`src/design/dtw_pkg.sv`:
```
`default_nettype none

package dtw_pkg;

    localparam int TimerTwoWidth = 32;
    localparam int TimerOneWidth = 4;

    typedef enum logic [2:0] {
        REQ_T1_TICK  = 3'd0,
        REQ_T2_TICK  = 3'd1,
        REQ_RD_T1    = 3'd2,
        REQ_RD_T2    = 3'd3,
        REQ_WR_T1    = 3'd4,
        REQ_WR_T2    = 3'd5,
        REQ_CTL_T1   = 3'd6,
        REQ_CTL_T2   = 3'd7
    } req_type_t;

    localparam logic [TimerTwoWidth-1:0] ALL_ONES = {TimerTwoWidth{1'b1}};

    typedef struct packed {
        logic [2:0]               req_type;
        logic [TimerTwoWidth-1:0] write_data;
        logic                     ctl_wake;
        logic                     ctl_int;
        logic                     ctl_run;
        logic                     cpu_shutdown;
        logic                     interrupts_enabled;
    } in_item_t;

    typedef struct packed {
        logic [TimerTwoWidth-1:0] read_data;
        logic                     t1_request;
        logic                     t2_request;
        logic                     t1_wake_state;
        logic                     t2_wake_state;
        logic                     interrupt_pulse;
        logic                     wake_pulse;
    } out_item_t;

endpackage

`default_nettype wire

```
`src/design/dtw_core.sv`:
```
`default_nettype none

module dtw_core (
    input  wire logic              aclk,
    input  wire logic              aresetn,
    input  wire logic              step_en,
    input  wire dtw_pkg::in_item_t item,
    output dtw_pkg::out_item_t     result
);
    import dtw_pkg::*;

    typedef struct packed {
        logic req;
        logic wake;
        logic pulse_int;
        logic pulse_wake;
    } chk_t;

    logic [TimerOneWidth-1:0] t1_reg, t1_next;
    logic [TimerTwoWidth-1:0] t2_reg, t2_next;
    logic wake1_reg, wake1_next, int1_reg, int1_next, req1_reg, req1_next;
    logic wake2_reg, wake2_next, int2_reg, int2_next, req2_reg, req2_next;
    logic run_reg, run_next;

    function automatic chk_t check_timer(input logic top, input logic wake,
                                         input logic int_en, input logic req,
                                         input logic shut);
        chk_t c;
        c.req        = req;
        c.wake       = wake;
        c.pulse_int  = 1'b0;
        c.pulse_wake = 1'b0;
        if (!top) begin
            c.req = 1'b0;
        end else begin
            if (wake || int_en) c.req = 1'b1;
            if ((!shut || wake) && int_en) c.pulse_int = 1'b1;
            if (shut && wake) begin
                c.wake       = 1'b0;
                c.pulse_wake = 1'b1;
            end
        end
        return c;
    endfunction

    always_comb begin
        logic [TimerOneWidth-1:0] v1;
        logic [TimerTwoWidth-1:0] v2;
        logic                     hold_ok;
        logic                     shut;
        chk_t                     c1, c2;
        logic [TimerTwoWidth-1:0] rd;
        logic                     p_int, p_wake;

        shut = item.cpu_shutdown;
        // hold condition on timer two except for its top bit
        hold_ok = item.interrupts_enabled && (!shut || wake2_reg) && int2_reg;

        t1_next    = t1_reg;
        t2_next    = t2_reg;
        wake1_next = wake1_reg;
        int1_next  = int1_reg;
        req1_next  = req1_reg;
        wake2_next = wake2_reg;
        int2_next  = int2_reg;
        req2_next  = req2_reg;
        run_next   = run_reg;
        rd         = '0;
        p_int      = 1'b0;
        p_wake     = 1'b0;

        v1 = t1_reg;
        v2 = t2_reg;

        case (req_type_t'(item.req_type))
            REQ_T1_TICK, REQ_RD_T1, REQ_WR_T1: begin
                v1 = (item.req_type == REQ_T1_TICK) ? t1_reg - 1'b1 :
                     (item.req_type == REQ_WR_T1) ? item.write_data[TimerOneWidth-1:0] :
                     t1_reg;
            end
            REQ_T2_TICK: begin
                v2 = t2_reg - 1'b1;
                if (hold_ok && v2[TimerTwoWidth-1]) v2 = ALL_ONES;
            end
            REQ_RD_T2: begin
                if (run_reg && hold_ok && v2[TimerTwoWidth-1]) v2 = ALL_ONES;
            end
            REQ_WR_T2: begin
                v2 = item.write_data;
            end
            default: begin
            end
        endcase

        c1 = check_timer(v1[TimerOneWidth-1], wake1_reg, int1_reg, req1_reg, shut);
        c2 = check_timer(v2[TimerTwoWidth-1], wake2_reg, int2_reg, req2_reg, shut);

        case (req_type_t'(item.req_type))
            REQ_T1_TICK: begin
                if (run_reg) begin
                    t1_next = v1; req1_next = c1.req; wake1_next = c1.wake;
                    p_int = c1.pulse_int; p_wake = c1.pulse_wake;
                end
            end
            REQ_T2_TICK: begin
                if (run_reg) begin
                    t2_next = v2; req2_next = c2.req; wake2_next = c2.wake;
                    p_int = c2.pulse_int; p_wake = c2.pulse_wake;
                end
            end
            REQ_RD_T1: begin
                rd = {{(TimerTwoWidth-TimerOneWidth){1'b0}}, t1_reg};
                req1_next = c1.req; wake1_next = c1.wake;
                p_int = c1.pulse_int; p_wake = c1.pulse_wake;
            end
            REQ_RD_T2: begin
                rd = v2;
                t2_next = v2; req2_next = c2.req; wake2_next = c2.wake;
                p_int = c2.pulse_int; p_wake = c2.pulse_wake;
            end
            REQ_WR_T1: begin
                // same value write leaves everything alone
                if (v1 != t1_reg) begin
                    t1_next = v1; req1_next = c1.req; wake1_next = c1.wake;
                    p_int = c1.pulse_int; p_wake = c1.pulse_wake;
                end
            end
            REQ_WR_T2: begin
                t2_next = v2; req2_next = c2.req; wake2_next = c2.wake;
                p_int = c2.pulse_int; p_wake = c2.pulse_wake;
            end
            REQ_CTL_T1: begin
                wake1_next = item.ctl_wake;
                int1_next  = item.ctl_int;
            end
            REQ_CTL_T2: begin
                wake2_next = item.ctl_wake;
                int2_next  = item.ctl_int;
                run_next   = item.ctl_run;
            end
            default: begin
            end
        endcase

        result.read_data       = rd;
        result.t1_request      = req1_next;
        result.t2_request      = req2_next;
        result.t1_wake_state   = wake1_next;
        result.t2_wake_state   = wake2_next;
        result.interrupt_pulse = p_int;
        result.wake_pulse      = p_wake;
    end

    always_ff @(posedge aclk) begin
        if (!aresetn) begin
            t1_reg    <= '0;
            t2_reg    <= '0;
            wake1_reg <= 1'b0;
            int1_reg  <= 1'b0;
            req1_reg  <= 1'b0;
            wake2_reg <= 1'b0;
            int2_reg  <= 1'b0;
            req2_reg  <= 1'b0;
            run_reg   <= 1'b0;
        end else if (step_en) begin
            t1_reg    <= t1_next;
            t2_reg    <= t2_next;
            wake1_reg <= wake1_next;
            int1_reg  <= int1_next;
            req1_reg  <= req1_next;
            wake2_reg <= wake2_next;
            int2_reg  <= int2_next;
            req2_reg  <= req2_next;
            run_reg   <= run_next;
        end
    end

endmodule

`default_nettype wire

```
`src/design/dual_timer_with_wake_and_irq.sv`:
```
// Dual down-counting timer block: 4-bit timer one and 32-bit timer two,
// each with wake, interrupt and service request bits.
// Input channel s_valid/s_ready/s_data carries one request per transaction
// (tick, read, write or control write of either timer). The result channel
// m_valid/m_ready/m_data returns exactly one result per request, in order.
// A request accepted into the input register moves on into the result
// register, which drives m_data, once that register is free.
// Throughput: one request per cycle while m_ready stays high; the timer state is updated in the
// same cycle the request moves from the input register to the result
// register, so back-to-back requests see each other's effects.
// When the receiver stalls, the result register holds and the input
// register still takes one more request; after that s_ready drops until
// m_ready returns.
// Reset (aresetn low, synchronous) clears both timers, all control and
// request bits, the run bit and both valid flags.
`default_nettype none

module dual_timer_with_wake_and_irq (
    input  wire logic               aclk,
    input  wire logic               aresetn,
    input  wire logic               s_valid,
    output logic                    s_ready,
    input  wire dtw_pkg::in_item_t  s_data,
    output logic                    m_valid,
    input  wire logic               m_ready,
    output dtw_pkg::out_item_t      m_data
);
    import dtw_pkg::*;

    logic      in_valid_reg;
    in_item_t  in_item_reg;
    logic      out_valid_reg;
    out_item_t out_item_reg;
    out_item_t core_result;
    logic      advance;

    // request moves into the result register when that slot is free or being emptied
    assign advance = in_valid_reg && (!out_valid_reg || m_ready);
    assign s_ready = !in_valid_reg || advance;

    dtw_core u_core (
        .aclk    (aclk),
        .aresetn (aresetn),
        .step_en (advance),
        .item    (in_item_reg),
        .result  (core_result)
    );

    always_ff @(posedge aclk) begin
        if (!aresetn) begin
            in_valid_reg  <= 1'b0;
            out_valid_reg <= 1'b0;
        end else begin
            if (s_ready) in_valid_reg <= s_valid;
            if (advance) out_valid_reg <= 1'b1;
            else if (m_ready) out_valid_reg <= 1'b0;
        end
    end

    always_ff @(posedge aclk) begin
        if (s_ready && s_valid) in_item_reg <= s_data;
        if (advance) out_item_reg <= core_result;
    end

    assign m_valid = out_valid_reg;
    assign m_data  = out_item_reg;

endmodule

`default_nettype wire

```
`config.mk`:
```
export PLATFORM = sky130hd
export DESIGN_NAME = dual_timer_with_wake_and_irq
export DESIGN_NICKNAME = d
export VERILOG_FILES = /design/src/design/dtw_pkg.sv /design/src/design/dtw_core.sv /design/src/design/dual_timer_with_wake_and_irq.sv
export SDC_FILE = /design/constraint.sdc
export NUM_CORES = 1
export LEC_CHECK = 0
export BUFFER_PORTS_ARGS = -buffer_cell sky130_fd_sc_hd__buf_2
export CAP_MARGIN = 30
export CELL_PAD_IN_SITES_DETAIL_PLACEMENT = 2
export CELL_PAD_IN_SITES_GLOBAL_PLACEMENT = 2
export CORE_MARGIN = 2
export CORE_UTILIZATION = 33
export CTS_CLUSTER_DIAMETER = 40
export DETAILED_ROUTE_END_ITERATION = 10
export GPL_TIMING_DRIVEN = 0
export PLACE_DENSITY = 0.82
export SYNTH_ARGS = -nofsm -noshare
export SYNTH_HDL_FRONTEND = slang
export SYNTH_SLANG_ARGS = --single-unit
```
`constraint.sdc`:
```
create_clock -name aclk -period 2.5 [get_ports aclk]
set_input_delay 0.125 -clock aclk [delete_from_list [all_inputs] [get_ports aclk]]
set_output_delay 0.125 -clock aclk [all_outputs]
set_load 0.02 [all_outputs]
```
After elaboration in Yosys (flattened, before gate mapping)
Index checks and enable logic that the tools add are counted.

Flip-flop bits (word level): 123. Input bits: 44. Word-level logic and storage cells: 112. Output and inout port bits: 40.

$add $sub $neg: 2. Reductions and logical operators: 30. Multiplexer cells: 44. Equality and inequality tests: 11.

Operators with widths (number): 32-bit case mux with 2 select lines (2); 32-bit 2-to-1 mux (3); 32-bit case mux with 3 select lines (1); 32-bit by 1-bit subtractor with 32-bit output, second input constant (1); 1-bit 2-to-1 mux (24); 4-bit 2-to-1 mux (5); 3-bit equality test, second input constant (4); 1-bit logical AND (11); 1-bit case mux with 5 select lines (2); 4-bit case mux with 2 select lines (1); 3-bit by 2-bit equality test with 1-bit output, second input constant (2); 1-bit logical OR (6); 3-bit 2-to-1 mux (2); 1-bit case mux with 3 select lines (2); 2-bit nonzero test (3); 2-bit by 1-bit inequality test with 1-bit output, second input constant (2); 4-bit inequality test (1); 1-bit case mux with 4 select lines (1); 2-bit AND reduction (2); 4-bit AND reduction (1); 4-bit by 1-bit subtractor with 4-bit output, second input constant (1); 3-bit by 1-bit equality test with 1-bit output, second input constant (1); 1-bit zero test (3); 3-bit zero test (1); 5 further kinds (5).

Longest topological paths before layout
Depth after elaboration: 11. Depth in mapped cells: 9. Mapped depth without buffers: 8.

Hierarchy
From an unflattened synthesis, not the netlist that was laid out.

Cells, all modules: 569. Area, all modules: 5953.2 um^2.

Modules (own cells, without submodules): dtw_core (seq. area each 860.8 um^2, area each 3507.1 um^2, cells an instance 482, times used 1); dual_timer_with_wake_and_irq (seq. area each 2382.3 um^2, area each 2446.1 um^2, cells an instance 87, times used 1).

Worst setup path before layout
OpenSTA, ideal clock, no wires.

Kind: register to register. Start: register out_valid_reg, in the netlist m_valid. End: register u_core.t2_reg[3]. Path buffers: 2. Setup time: 0.119 ns. Path slack: -0.275 ns. Required time: 2.381 ns. Data arrival time: 2.657 ns. Stages on the path, launching flop included: 9. Period minus slack after synthesis: 2.775 ns. Path through: dfxtp_1 -> nor2b_1 -> nand2b_1 -> inv_1 -> and2_1 -> clkbuf_1 -> clkbuf_1 -> o311ai_0 -> o221a_2.

Longest elaborated chain between the ends: 4.

Ends and longest elaborated chain: start, declared (line dual_timer_with_wake_and_irq.sv:32) `logic out_valid_reg;`; start signal, assigned (line dual_timer_with_wake_and_irq.sv:52) `out_valid_reg <= 1'b0;`; start signal, assigned (line dual_timer_with_wake_and_irq.sv:55) `if (advance) out_valid_reg <= 1'b1;`; start signal, assigned (line dual_timer_with_wake_and_irq.sv:56) `else if (m_ready) out_valid_reg <= 1'b0;`; 1-bit zero test (line dual_timer_with_wake_and_irq.sv:38) `assign advance = in_valid_reg && (!out_valid_reg || m_ready);`; 1-bit logical OR (line dual_timer_with_wake_and_irq.sv:38); 1-bit logical AND (line dual_timer_with_wake_and_irq.sv:38); via advance (line dual_timer_with_wake_and_irq.sv:35) `logic advance;`; 3-bit AND reduction (no line); end signal, assigned (line dtw_core.sv:167) `t2_reg <= t2_next;`; end, declared (line dtw_core.sv:20) `logic [TimerTwoWidth-1:0] t2_reg, t2_next;`.

The timed path passes the listed nets, and every way through them passes these cells. A chain may end at the register's enable or synchronous reset.

==> key figures <==
Detailed routing
  • Routed vias/inst: 5.86
  • WL final: 25.5 mm
  • Post-DRT Antenna Nets: 0
  • Drt pass-1 iters: 6
  • # DRC: 0
  • DR iter-0 viols: 430
  • Via count: 5551
  • Routed len/inst: 26.9 µm

Floorplan
  • Initial Util: 33.8%
  • Die height: 137 µm
  • Row cnt: 48
  • Die area: 0.0188 mm²
  • Die Wd: 137 µm
  • I/O pin count: 84
  • Area of the core: 0.0173 mm²

Final layout
  • Area delta synth->final: 36.6%
  • Fillcell total: 1733
  • Fin area: 0.00800 mm²
  • Most common cell after layout, fill and taps aside: buf_2
  • Final core occ: 46.2%
  • Final std cells w/o fill: 948
  • Diode count: 0
  • Most frequent cells in the layout: buf_2, edfxtp_1, o21ai_0
  • Area occupied by multi-input gates: 0.00265 mm²
  • Largest register FFs: 40
  • FF+latch area: 0.00325 mm²
  • Proportion of layout cells with a drive suffix above 1: 28.2%
  • Final Net Count: 757

STA
  • Hold slack final: 110 ps
  • Endpoints failing setup: 28
  • Setup_tns: -1760 ps
  • Final Cycle Share: 108%
  • Final hold vios: 0
  • Min Tclk post-route: 2690 ps
  • Pins over their slew limit: 0
  • Worst slew pin tran: 847 ps
  • Worst Skew: 11.5 ps
  • Max_slew headroom: 43.4%
  • RSZ-0062 raised after global routing: true
  • PnR worst setup slack: -190 ps
  • Fmax: 0.372 GHz

Synth
  • Post-synthesis sequential area ratio: 55.4%
  • Post-synth EDFFs: 78
  • Synthesized Nets: 595
  • #FFs+latches synth: 123
  • Mapped cell area: 0.00585 mm²
  • Yosys warnings: 0
  • Syn avg cell area: 10.7 µm²
  • Top_reg_cell synth: edfxtp_1
  • Syn Inst Count: 549
  • Synth async-reset ratio: 0%
  • Synth unique cells: 54

Place
  • Number of I/O port buffers: 82
  • Detailed Place HPWL: 13.7 mm
  • Placed Cells: 857
  • Worst slack at placement: -957 ps
  • Placement Cell Area: 0.00660 mm²
  • GP Congestion: 0.839

CTS
  • Cts bufs inserted: 17
  • Clock Path Buffers: 2
  • CTS tree: done
  • Clk slew on worst S/H paths: 60 ps
  • Root Buffer: clkbuf_16
  • Worst skew pair latency: 430 ps
  • CTS sink cnt: 123
  • H-tree Lvls: 4

Critical path
  • Crit path capture type: flip-flop
  • Largest fanout on the critical path: 3
  • Crit path required time: 2680 ps
  • Worst path arrival time: 2870 ps
  • Crit path kind: flip-flop to flip-flop
  • Worst-case reg-to-reg path depth: 7
  • Critical R2R Launch: u_core.t2_reg[27]
  • Flop-to-flop setup slack: -190 ps
  • Critical Path Start: u_core.t2_reg[27]
  • Critical Path Start Type: flip-flop

Power and ir drop
  • Power Total: 5.74 mW
  • Leak: 2.94 nW
  • VDD IR max: 0.460 mV
  • Power density over cell area: 718 mW/mm²

Worst hold path
  • HP Class: input port to flip-flop
  • HP Start: m_ready
  • Hold Path Cell Cnt: 3

Flow run
  • Maximum capacitance violations: 0

Global route
  • Largest net degree at the start of global routing: 28
  • Global router's overall resource usage: 27.9%
  • Global-route wire length before repair: 38.4 mm
  • Initial antenna violation count: 0
  • Vias in the first global route: 6143
  • Congestion Overflow GR: 0

Run status
  • Failing checks: setup timing
  • Status: finished with violations
## per-layer routing
layer	vias up	part of all wire [%]	global-route usage (%)
met4	0	5.0	15.6
met2	234	49	46.2
met5	-	0	0
li1	2398	-	-
met3	96	5.1	5.67
met1	2823	41	34.0
## worst max-delay path: stages, from the launching register on
cell     delay [ps]
dfxtp_4         340
or4_4           530
or4_4           460
nor3_4          180
buf_6           130
mux2i_4          70
or4_4           480
a31o_4          250
## final cells by class
cell class,count,share of cell area [%]
sequential,123,40.6
multi-input combinational,378,33.1
timing repair buffer,144,13.0
clock buffer,20,5.46
tap,225,3.52
buffer,31,1.83
clock inverter,11,1.61
inverter,14,0.720
timing repair inverter,2,0.156
## what timing repair did
action,CTS,global route
pin swaps,8,20
endpoints found under the setup margin,68,51
endpoints found under the hold margin,41,0
hold buffers,41,0
resized for setup,38,49
cloned,4,0
setup buffers,11,9
## report_power, final
part | total (mW) | internal, mW | switching, mW
logic | 0.916 | 0.362 | 0.555
registers | 2.34 | 2.26 | 0.0799
clock network | 2.49 | 1.54 | 0.945
## cells in the mapped netlist (4+ instances only)
| library cell | number | area (µm²) |
|---|---|---|
| nor2b_1 | 7 | 43.8 |
| nor2_1 | 36 | 135 |
| and2_1 | 4 | 25.0 |
| or3_1 | 4 | 25.0 |
| a211oi_1 | 27 | 203 |
| o221a_2 | 4 | 45.0 |
| nand4_1 | 5 | 31.3 |
| o21ai_0 | 44 | 220 |
| o21a_1 | 26 | 195 |
| clkbuf_1 | 33 | 124 |
| xor2_1 | 4 | 35.0 |
| nor3_1 | 11 | 55.1 |
| nand2_1 | 23 | 86.3 |
| inv_1 | 13 | 48.8 |
| a21oi_1 | 39 | 195 |
| nand2b_1 | 6 | 37.5 |
| or2_2 | 4 | 25.0 |
| mux2i_1 | 9 | 90.1 |
| xnor2_1 | 24 | 210 |
| nor4_1 | 12 | 75.1 |
| nand3_1 | 13 | 65.1 |
| edfxtp_1 | 78 | 2340 |
| and3_1 | 4 | 25.0 |
| a21o_1 | 22 | 165 |
| dfxtp_1 | 45 | 901 |
## path summary, 6_finish.rpt
| check | endpoint |
|---|---|
| setup / recovery | m_data[2] |
| setup reg to reg | m_data[2] |
| hold / removal | m_valid |
| hold reg to reg | u_core.t2_reg[28] |
## kinds of logic (layout without fill, tap and decap cells)
kind of cell	count (synthesis)	after routing	synth area share, %
muxes	11	11	1.92
DFF	123	123	55.4
xor gates and xnor gates	28	28	4.19
AOI/OAI and AO/OA	194	194	22.1
and+or+nand+nor	143	143	12.9
adders and majority gates	2	2	0.427
buffers and inverters	48	222	3.10
No activity file was read; power rests on OpenSTA's default activity.
